**src/paged_kv_slot_mapper_top_assert.svh**
```systemverilog
// Assertion macros for the slot mapper.
`ifndef PAGED_KV_SLOT_MAPPER_TOP_ASSERT_SVH
`define PAGED_KV_SLOT_MAPPER_TOP_ASSERT_SVH

// Check cons in the same cycle as ante.
`define PKVSM_ASSERT_NOW(label, ante, cons, msg) \
  label: assert property (@(posedge clk_i) disable iff (!rst_ni) (ante) |-> (cons)) \
    else $error(msg);

// Check cons in the cycle after ante.
`define PKVSM_ASSERT_NEXT(label, ante, cons, msg) \
  label: assert property (@(posedge clk_i) disable iff (!rst_ni) (ante) |=> (cons)) \
    else $error(msg);

`endif

```
**src/pkvsm_pkg.sv**
```systemverilog
`timescale 1ns / 1ps

package pkvsm_pkg;

  localparam int TABLE_DEPTH = 256;
  localparam int PHYS_BLOCKS = 4096;

  localparam int TBL_AW = (TABLE_DEPTH > 1) ? $clog2(TABLE_DEPTH) : 1;

  localparam int BS_W    = 7;
  localparam int LIMIT_W = 9;
  localparam int IDX_W   = 8;
  localparam int VAL_W   = 13;
  localparam int START_W = 16;
  localparam int OFS_W   = 10;
  localparam int POS_W   = 17;
  localparam int SLOT_W  = 19;
  localparam int ST_W    = 2;
  localparam int CFG_AW  = 2;
  localparam int CFG_DW  = 9;

  localparam logic [SLOT_W-1:0] SLOT_NONE = '1;
  localparam logic [SLOT_W:0]   SLOT_MAX  = 20'd262143;

  localparam logic [ST_W-1:0] ST_OK       = 2'd0;
  localparam logic [ST_W-1:0] ST_CAPACITY = 2'd1;
  localparam logic [ST_W-1:0] ST_EMPTY    = 2'd2;

  localparam logic [CFG_AW-1:0] CFG_BLK_LEN     = 2'd0;
  localparam logic [CFG_AW-1:0] CFG_TABLE_LIMIT = 2'd1;

  localparam logic [BS_W-1:0]    BS_RESET    = 7'd16;
  localparam logic [LIMIT_W-1:0] LIMIT_RESET = 9'd256;

  localparam logic       OP_WRITE = 1'b0;
  localparam logic       OP_MAP   = 1'b1;

endpackage

```
**src/paged_kv_slot_mapper_top.sv**
```systemverilog
`timescale 1ns / 1ps
// A table write goes from acceptance straight to the result load; a map
// transaction runs 17 restoring divide steps, then table read, multiply, add and
// result load, and skips to the result load on a lookup error or a zero block length.
// One transaction in flight at a time: the next is accepted only once the result
// is loaded; a stalled output holds the finished result in the done state.
// Reset: block length 16, table_limit 256, every table entry empty (valid bits clear).

module paged_kv_slot_mapper_top (
  input  logic                                clk_i,
  input  logic                                rst_ni,
  input  logic                                in_valid_i,
  output logic                                in_stall_o,
  input  logic                                opcode_i,
  input  logic [pkvsm_pkg::IDX_W-1:0]         entry_index_i,
  input  logic signed [pkvsm_pkg::VAL_W-1:0]  entry_value_i,
  input  logic [pkvsm_pkg::START_W-1:0]       batch_base_i,
  input  logic [pkvsm_pkg::OFS_W-1:0]         token_offset_i,
  input  logic                                last_token_i,
  output logic                                out_valid_o,
  input  logic                                out_stall_i,
  output logic signed [pkvsm_pkg::SLOT_W-1:0] slot_o,
  output logic [pkvsm_pkg::ST_W-1:0]          status_o,
  output logic                                last_result_o,
  input  logic                                cfg_valid_i,
  output logic                                cfg_ready_o,
  input  logic [pkvsm_pkg::CFG_AW-1:0]        cfg_index_i,
  input  logic [pkvsm_pkg::CFG_DW-1:0]        cfg_data_i
);

  localparam logic [2:0] S_IDLE = 3'd0;
  localparam logic [2:0] S_DIV  = 3'd1;
  localparam logic [2:0] S_LOOK = 3'd2;
  localparam logic [2:0] S_MUL  = 3'd3;
  localparam logic [2:0] S_ADD  = 3'd4;
  localparam logic [2:0] S_DONE = 3'd5;

  localparam int CNT_W = $clog2(pkvsm_pkg::POS_W + 1);
  localparam logic [CNT_W-1:0] DIV_LAST = CNT_W'(pkvsm_pkg::POS_W - 1);
  localparam logic [pkvsm_pkg::POS_W-1:0] DEPTH_POS = pkvsm_pkg::POS_W'(pkvsm_pkg::TABLE_DEPTH);
  localparam logic [pkvsm_pkg::IDX_W+4:0] DEPTH_IDX =
    (pkvsm_pkg::IDX_W + 5)'(pkvsm_pkg::TABLE_DEPTH);
  localparam logic [20:0] PHYS_LIM = 21'(pkvsm_pkg::PHYS_BLOCKS);

  logic [2:0] state_q, state_d;
  logic [pkvsm_pkg::BS_W-1:0]    blk_len_q;
  logic [pkvsm_pkg::LIMIT_W-1:0] table_limit_q;

  logic [pkvsm_pkg::POS_W-1:0] pos_q;
  logic [pkvsm_pkg::BS_W:0]    rem_q;
  logic [CNT_W-1:0]            cnt_q;
  logic                        last_q;

  logic [pkvsm_pkg::SLOT_W-1:0] res_slot_q;
  logic [pkvsm_pkg::ST_W-1:0]   res_status_q;
  logic                         res_last_q;

  logic [pkvsm_pkg::VAL_W-1:0]  mem_q [pkvsm_pkg::TABLE_DEPTH];
  logic [pkvsm_pkg::TABLE_DEPTH-1:0] valid_q;
  logic [pkvsm_pkg::VAL_W-1:0]  rd_data_q;
  logic                         rd_vld_q;
  logic [pkvsm_pkg::SLOT_W-1:0] prod_q;

  logic                         out_valid_q;
  logic [pkvsm_pkg::SLOT_W-1:0] out_slot_q;
  logic [pkvsm_pkg::ST_W-1:0]   out_status_q;
  logic                         out_last_q;

  logic                         in_accept;
  logic                         wr_en;
  logic                         rd_en;
  logic [pkvsm_pkg::TBL_AW-1:0] wr_addr;
  logic [pkvsm_pkg::TBL_AW-1:0] rd_addr;
  logic [pkvsm_pkg::BS_W:0]     shifted;
  logic [pkvsm_pkg::BS_W:0]     divisor;
  logic                         div_ge;
  logic                         out_cap;
  logic [pkvsm_pkg::VAL_W-1:0]  phys;
  logic                         phys_big;
  logic [pkvsm_pkg::SLOT_W:0]   sum;
  logic                         res_load;

  assign cfg_ready_o = 1'b1;
  assign in_stall_o  = (state_q != S_IDLE);
  assign in_accept   = in_valid_i && !in_stall_o;

  assign wr_en   = in_accept && (opcode_i == pkvsm_pkg::OP_WRITE) &&
                   ({5'd0, entry_index_i} < DEPTH_IDX);
  assign wr_addr = pkvsm_pkg::TBL_AW'(entry_index_i);

  assign out_cap = ({8'd0, table_limit_q} <= pos_q) || (pos_q >= DEPTH_POS);
  assign rd_en   = (state_q == S_LOOK) && !out_cap;
  assign rd_addr = pkvsm_pkg::TBL_AW'(pos_q);

  assign divisor = {1'b0, blk_len_q};
  assign shifted = {rem_q[pkvsm_pkg::BS_W-1:0], pos_q[pkvsm_pkg::POS_W-1]};
  assign div_ge  = (shifted >= divisor);

  assign phys     = rd_vld_q ? rd_data_q : '1;
  assign phys_big = ({9'd0, phys[pkvsm_pkg::VAL_W-2:0]} >= PHYS_LIM);
  assign sum      = {1'b0, prod_q} + {13'd0, rem_q[pkvsm_pkg::BS_W-1:0]};

  assign res_load = (state_q == S_DONE) && (!out_valid_q || !out_stall_i);

  always_comb begin
    state_d = state_q;
    case (state_q)
      S_IDLE: begin
        if (in_accept) begin
          if (opcode_i == pkvsm_pkg::OP_WRITE || blk_len_q == '0) begin
            state_d = S_DONE;
          end else begin
            state_d = S_DIV;
          end
        end
      end
      S_DIV: begin
        if (cnt_q == DIV_LAST) begin
          state_d = S_LOOK;
        end
      end
      S_LOOK: begin
        state_d = out_cap ? S_DONE : S_MUL;
      end
      S_MUL: begin
        state_d = (phys[pkvsm_pkg::VAL_W-1] || phys_big) ? S_DONE : S_ADD;
      end
      S_ADD: begin
        state_d = S_DONE;
      end
      S_DONE: begin
        if (res_load) begin
          state_d = S_IDLE;
        end
      end
      default: begin
        state_d = S_IDLE;
      end
    endcase
  end

  always_ff @(posedge clk_i or negedge rst_ni) begin
    if (!rst_ni) begin
      state_q       <= S_IDLE;
      blk_len_q     <= pkvsm_pkg::BS_RESET;
      table_limit_q <= pkvsm_pkg::LIMIT_RESET;
      valid_q       <= '0;
      out_valid_q   <= 1'b0;
    end else begin
      state_q <= state_d;
      if (cfg_valid_i && cfg_ready_o) begin
        case (cfg_index_i)
          pkvsm_pkg::CFG_BLK_LEN:     blk_len_q     <= cfg_data_i[pkvsm_pkg::BS_W-1:0];
          pkvsm_pkg::CFG_TABLE_LIMIT: table_limit_q <= cfg_data_i;
          default: begin
          end
        endcase
      end
      if (wr_en) begin
        valid_q[wr_addr] <= 1'b1;
      end
      if (res_load) begin
        out_valid_q <= 1'b1;
      end else if (out_valid_q && !out_stall_i) begin
        out_valid_q <= 1'b0;
      end
    end
  end

  always_ff @(posedge clk_i) begin
    if (wr_en) begin
      mem_q[wr_addr] <= entry_value_i;
    end
    if (rd_en) begin
      rd_data_q <= mem_q[rd_addr];
      rd_vld_q  <= valid_q[rd_addr];
    end
  end

  always_ff @(posedge clk_i) begin
    case (state_q)
      S_IDLE: begin
        pos_q  <= {1'b0, batch_base_i} + {7'd0, token_offset_i};
        rem_q  <= '0;
        cnt_q  <= '0;
        last_q <= last_token_i;
        res_slot_q <= pkvsm_pkg::SLOT_NONE;
        if (opcode_i == pkvsm_pkg::OP_WRITE) begin
          res_status_q <= pkvsm_pkg::ST_OK;
          res_last_q   <= 1'b0;
        end else begin
          res_status_q <= pkvsm_pkg::ST_CAPACITY;
          res_last_q   <= last_token_i;
        end
      end
      S_DIV: begin
        rem_q <= div_ge ? (shifted - divisor) : shifted;
        pos_q <= {pos_q[pkvsm_pkg::POS_W-2:0], div_ge};
        cnt_q <= cnt_q + 1'b1;
      end
      S_LOOK: begin
        res_status_q <= pkvsm_pkg::ST_CAPACITY;
        res_last_q   <= last_q;
      end
      S_MUL: begin
        prod_q <= pkvsm_pkg::SLOT_W'(phys[pkvsm_pkg::VAL_W-2:0]) *
                  pkvsm_pkg::SLOT_W'(blk_len_q);
        if (phys[pkvsm_pkg::VAL_W-1]) begin
          res_status_q <= pkvsm_pkg::ST_EMPTY;
        end else begin
          res_status_q <= pkvsm_pkg::ST_CAPACITY;
        end
      end
      S_ADD: begin
        if (sum <= pkvsm_pkg::SLOT_MAX) begin
          res_slot_q   <= sum[pkvsm_pkg::SLOT_W-1:0];
          res_status_q <= pkvsm_pkg::ST_OK;
        end else begin
          res_status_q <= pkvsm_pkg::ST_CAPACITY;
        end
      end
      default: begin
      end
    endcase
    if (res_load) begin
      out_slot_q   <= res_slot_q;
      out_status_q <= res_status_q;
      out_last_q   <= res_last_q;
    end
  end

  assign out_valid_o   = out_valid_q;
  assign slot_o        = $signed(out_slot_q);
  assign status_o      = out_status_q;
  assign last_result_o = out_last_q;

`include "paged_kv_slot_mapper_top_assert.svh"

  `PKVSM_ASSERT_NEXT(a_accept_busy, in_accept, in_stall_o, "accept did not raise stall")
  `PKVSM_ASSERT_NOW(a_err_slot, out_valid_o && (status_o != pkvsm_pkg::ST_OK), slot_o == -19'sd1, "error result with slot not -1")
  `PKVSM_ASSERT_NOW(a_load_done, $rose(out_valid_o), $past(state_q) == S_DONE, "result loaded outside done state")

endmodule

```
**config.mk**
```make
export PLATFORM = sky130hd
export DESIGN_NAME = paged_kv_slot_mapper_top
export DESIGN_NICKNAME = d
export VERILOG_FILES = /design/src/pkvsm_pkg.sv /design/src/paged_kv_slot_mapper_top.sv
export VERILOG_INCLUDE_DIRS = /design/src /design/src/src
export SDC_FILE = /design/constraint.sdc
export NUM_CORES = 2
export LEC_CHECK = 0
export ABC_AREA = 1
export BUFFER_PORTS_ARGS = -buffer_cell sky130_fd_sc_hd__clkbuf_2
export CORE_ASPECT_RATIO = 1.5
export CORE_MARGIN = 10
export CORE_UTILIZATION = 35
export DETAILED_ROUTE_END_ITERATION = 16
export PLACE_DENSITY = 0.51
export SLEW_MARGIN = 20
export SYNTH_ARGS = -nofsm -noshare
export SYNTH_HDL_FRONTEND = slang
export SYNTH_SLANG_ARGS = --single-unit
```
**constraint.sdc**
```tcl
create_clock -name clk_i -period 4.1 [get_ports clk_i]
set_input_delay 0.41 -clock clk_i [delete_from_list [all_inputs] [get_ports clk_i]]
set_output_delay 0.41 -clock clk_i [all_outputs]
set_load 0.05 [all_outputs]
```
# Word-level counts from Yosys, hierarchy flattened

Memories as Yosys holds them, arrays and structs flattened. A register that Yosys moved wholly into a read port is not among the register bits.
Cells that the tools add are included.

Mux-type cells: 28
Equality and inequality tests: 11
Order comparisons: 7
Multiply operators: 1
Bitwise logic cells: 2
$add $sub $neg: 4
Divide/modulo/power cells: 0
Shift operators: 0
Reductions and logical operators: 26

Operators with widths:

| operator               | number |
|---|---|
| $or A256 B256 Y256     | 1 |
| $pmux W19 S2           | 1 |
| $pmux W17 S2           | 1 |
| $add A19 B7 Y20        | 1 |
| $le A20 B18 Y1 const B | 1 |
| $mul A12 B7 Y19        | 1 |
| $mux W19               | 1 |
| $lt A8 B9 Y1 const B   | 2 |
| $pmux W3 S6            | 1 |
| $add A16 B10 Y17       | 1 |
| $ge A17 B9 Y1 const B  | 1 |
| $le A9 B17 Y1          | 1 |
| $mux W3                | 5 |
| $pmux W7 S2            | 1 |
| $mux W13               | 1 |
| $mux W1                | 10 |
| $pmux W5 S2            | 1 |
| $bmux W1 S8            | 1 |
| $demux W1 S8           | 1 |
| $ge A8 B1 Y1 const B   | 1 |
| $ge A8 B7 Y1           | 1 |
| $ne A2 B2 Y1 const B   | 4 |
| $pmux W2 S4            | 1 |
| $reduce_bool A2 Y1     | 4 |
| 21 further kinds       | 35 |

Memory bits (writable): 3328
Flip-flop bits (word level): 370
Output and inout port bits: 25
Logic and storage cells: 97
Bits of input ports: 65
Memories kept: 1
Bits in latches: 0
Memory bits (read-only): 0

Memory list:

| name  | words | width | read ports | clocked after memory_dff | wr ports | RTL line                       | source |
|---|---|---|---|---|---|---|---|
| mem_q | 256   | 13    | 1          | 1                        | 1        | paged_kv_slot_mapper_top.sv:58 | `logic [pkvsm_pkg::VAL_W-1:0] mem_q [pkvsm_pkg::TABLE_DEPTH];` |

# Depth between registers and ports, before layout

Word-level depth: 6
Gate-level depth with buffers: 20
Depth with buffers taken out: 19

# Least setup slack after synthesis

Ideal clock, no wire load.

Kind: reg2reg
Start point: register rd_vld_q
End point: register prod_q[12] (netlist bit) (data pin)
Stages on the path, launching flop included: 18
Data arrival time: 4.183 ns
Library setup time: 0.260 ns
Period minus slack after synthesis: 4.443 ns
Buffers on the path: 1
Path slack: -0.343 ns
Required time: 3.840 ns
Cells stage by stage: edfxtp_1 clkinv_1 clkbuf_1 nor2_1 nor2_1 fa_1 fa_1 fa_1 inv_1 fa_1 inv_1 ha_1 a21o_1 a21oi_1 o21ai_0 nand3_1 nand2_1 xor2_1

Longest elaborated chain between the ends: 2

Ends and longest elaborated chain:

| what                     | RTL line                        | source |
|---|---|---|
| start: declaration       | paged_kv_slot_mapper_top.sv:61  | `logic rd_vld_q;` |
| start signal: assignment | paged_kv_slot_mapper_top.sv:176 | `rd_vld_q <= valid_q[rd_addr];` |
| $mux W13                 | paged_kv_slot_mapper_top.sv:99  | `assign phys = rd_vld_q ? rd_data_q : '1;` |
| $mul A12 B7 Y19          | paged_kv_slot_mapper_top.sv:206 | `prod_q <= pkvsm_pkg::SLOT_W'(phys[pkvsm_pkg::VAL_W-2:0]) *` |
| end signal: assignment   | paged_kv_slot_mapper_top.sv:206 |  |
| end: declaration         | paged_kv_slot_mapper_top.sv:62  | `logic [pkvsm_pkg::SLOT_W-1:0] prod_q;` |

No other way between the ends.
A chain may end at the register's enable or synchronous reset.

# Final worst setup path

Start point: register rd_vld_q
End point: register prod_q[15] (netlist bit) (data pin)

The elaborated chain is that of the path after synthesis.

==> results.yml <==
grt:
  grt_pass1_wl_mm: 701
  grt_pass1_vias: 99500
  grt_overflow_total: 0
  grt_util_all_layers_pct: 20.0
  antenna_found_initial: 22
  grt_max_degree: 128
worst_setup_path:
  r2r_setup_slack_ps: -190
  worstPathRequired_ps: 4790
  end_kind: "flop"
  cp.arrival_ps: 4970
  reg2reg_depth: 20
  cp_max_fo: 8
  timing.rr.start: "rd_vld_q"
  crit_path_start: "rd_vld_q"
  critical_path_class: "reg -> reg"
  worstSetupStartpointType: "flop"
timing:
  period_share_pct: 105
  fmax_mhz: 233
  report.final.slew_viol_count: 0
  whs_ps: 67.9
  setup_viol: 9
  rsz0062_at_grt: "yes"
  tightest_slew_ps: 1130
  worst_slack_ps: -187
  slew-limit-headroom_pct: 24.5
  skew_ps: 40.7
  hold_viol: 0
  period_minus_slack_ps: 4290
yosys:
  ys_ff_latch: 3711
  synthMuxAreaShare_pct: 0.0148
  synthArstFlopShare_pct: 7.44
  synthTopCellsByArea: "edfxtp_1 68%, nand3_1 12%, nand2_1 9.4%, dfrtp_1 4.5%, clkbuf_1 1.4%"
  synth_xor_area_share_pct: 0.184
  syn_area_sq_um: 153000
  synth-seq-area-share_pct: 72.1
  synth-adder-area-share_pct: 1.27
  synth_edf_count: 3435
  syn-num-nets: 13300
  synthSimpleGateAreaFrac_pct: 23.3
  yosysMostFrequentCell: "nand2_1"
  ys_top_cells_by_count: "3835 x nand2_1, 3557 x nand3_1, 3435 x edfxtp_1"
  yosys.area.top_type: "edfxtp_1"
  syn_area_per_cell_sq_um: 11.7
  synth_compound_area_share_pct: 0.562
  syn_inst: 13100
  synth_warnings: 0
  synth_top_area_share_pct: 67.6
  ys.flop_type: "edfxtp_1"
  synth_top_family_by_area: "simple AND/OR/NAND/NOR gates"
  yosysUniqueCellTypes: 45
status:
  outcome: "finished, violations left"
  violations: "setup timing"
finish:
  fin_nets: 13600
  nFillCells: 41000
  design_area_sq_um: 176000
  seq_area_sq_um: 110000
  area_growth_pct: 15.5
  drive_above_1_share_pct: 11.4
  final_util_pct: 40.5
  multi_input_area_sq_um: 39000
  fin_cells: 19600
drt:
  via_per_inst: 5.20
  vias: 102000
  drc: 0
  dr.first_iter.drc_count: 9885
  post_drt_wl_per_cell_um: 24.7
  wirelength_mm: 483
  drtAntennaViolNets: 0
  dr.pass1.iters: 6
power:
  finalPower_uw: 122000
  peakVddDrop_v: 0.000446
  p_per_area_nw_per_um2: 689
  p_leak_uw: 0.0645
clock_network:
  clock_sinks: 3711
  clkSlewWorstSetupHoldPaths_ps: 70
  htreeDepth: 5
  clock_latency_ps: 940
  cts-buffers-inserted: 347
  clock_path_buffers: 4
  cts-root-buf: "clkbuf_16"
  cts_tree: "yes"
floorplanning:
  ios: 90
  die_w_um: 559
  die_h_um: 829
  dieArea_sq_um: 463000
  rows: 297
  fp.coreArea_sq_um: 435000
  start_util_pct: 35.1
run:
  maxCapViolations: 0
placement:
  hpwl_mm: 292
  placed_cells: 18900
  dpl_cell_area_sq_um: 164000
  gp_congestion: 0.862
  portBuffers: 88
worst_hold_path:
  hold_class: "in -> async"
worst max-delay path, stage by stage (launching register included):
cell	delay, ps
edfxtp_1	380
clkinv_4	100
buf_4	140
buf_4	130
nor2_4	90
nor2_2	50
fa_1	470
inv_1	50
fa_1	520
inv_1	50
fa_1	470
inv_1	50
fa_1	490
inv_2	50
ha_4	290
nand2_1	80
nor2_2	110
nand3_1	90
nand4_1	160
a31oi_1	120
xor2_1	150
cell families after synthesis:
| logic type | Yosys count |
|---|---|
| AOI/OAI and AO/OA | 158 |
| other | 1 |
| muxes | 2 |
| xor gates and xnor gates | 32 |
| and+or+nand+nor | 8062 |
| adders and majority gates | 124 |
| DFF | 3711 |
| buffers and inverters | 1003 |
per-layer routing:
metal	vias up	track usage, %	part of all wire (%)
met3	773	2.32	5.3
met1	51200	25.3	40
met2	3048	34.9	50
met4	14	7.99	4.5
li1	46800	-	-
met5	-	0	0.015
metrics by stage:
stage,TNS [ps],setup WS [ps]
after floorplan,0,2.37
after global routing,-3240,-401
after CTS,-1570,-225
after detailed placement,-2460,-344
final,-1210,-187
after global placement,-2690,-373
layout by cell type (no fill, tap or decap), types with 6 or more instances in the layout:
cell	netlist	routed
buf_8	0	14
clkinv_2	0	59
clkinvlp_4	0	19
nor2_4	0	10
clkbuf_16	0	359
xor2_1	20	20
nor2_2	12	20
nand2_2	6	18
o21ai_0	75	70
clkinv_1	7	53
nor3_1	11	10
bufinv_16	0	29
edfxtp_1	3435	3435
diode_2	0	11
xnor2_1	12	12
a21oi_1	51	44
nand2_1	3835	3817
nor2_1	363	345
buf_12	0	125
or2_1	114	114
buf_4	1	595
inv_1	153	150
ha_4	0	9
nand2_4	0	6
clkbuf_8	0	39
or2_2	145	145
nand4_1	7	7
inv_6	0	10
dfrtp_1	274	274
ha_1	72	63
inv_2	6	6
clkbuf_2	0	74
o21ai_1	4	8
fa_1	52	50
clkbuf_1	555	69
dlygate4sd3_1	0	37
nand3_1	3557	3557
power breakdown:
| part | internal, uW | switching [uW] | leakage, uW | total, uW |
|---|---|---|---|---|
| Combinational | 13500 | 32500 | 0.0243 | 46000 |
| Sequential | 42200 | 392 | 0.0346 | 42500 |
| Clock | 18600 | 14400 | 0.00556 | 33000 |
| Total | 74200 | 47300 | 0.0645 | 122000 |
path summary, 6_finish.rpt:
path | endpoint
min in group clk_i | pos_q[9]
max in group asynchronous | valid_q[201]
min | valid_q[46]
min reg2reg | last_result_o
max reg2reg | prod_q[15]
max | prod_q[15]
cell type report:
cell class,instances,area share [%]
clock inverter,166,0.903
sequential,3711,62.4
multi-input combinational,8379,22.1
inverter,166,0.376
timing repair buffer,847,4.50
clock buffer,467,5.55
tap,5830,4.14
antenna,11,0.0156
timing repair:
item                                    4_1_cts  5_1_grt
setup buffers                                 7        1
hold buffers                                 37        0
pin swaps                                    10       10
endpoints found under the setup margin       10       12
hold endpoints to repair                    451        0
gates resized for setup                      19       16
flip-flops by register name, indices dropped and copies added, names as in the netlist:
| name | count |
|---|---|
| blk_len_q | 7 |
| cnt_q | 5 |
| last_q | 1 |
| last_result_o | 1 |
| mem_q | 3328 |
| out_valid_o | 1 |
| pos_q | 17 |
| prod_q | 19 |
| rd_data_q | 13 |
| rd_vld_q | 1 |
| rem_q | 7 |
| res_last_q | 1 |
| res_slot_q | 19 |
| res_status_q | 2 |
| slot_o | 19 |
| state_q | 3 |
| status_o | 2 |
| table_limit_q | 9 |
| valid_q | 256 |
No activity file was read; power rests on OpenSTA's default activity.
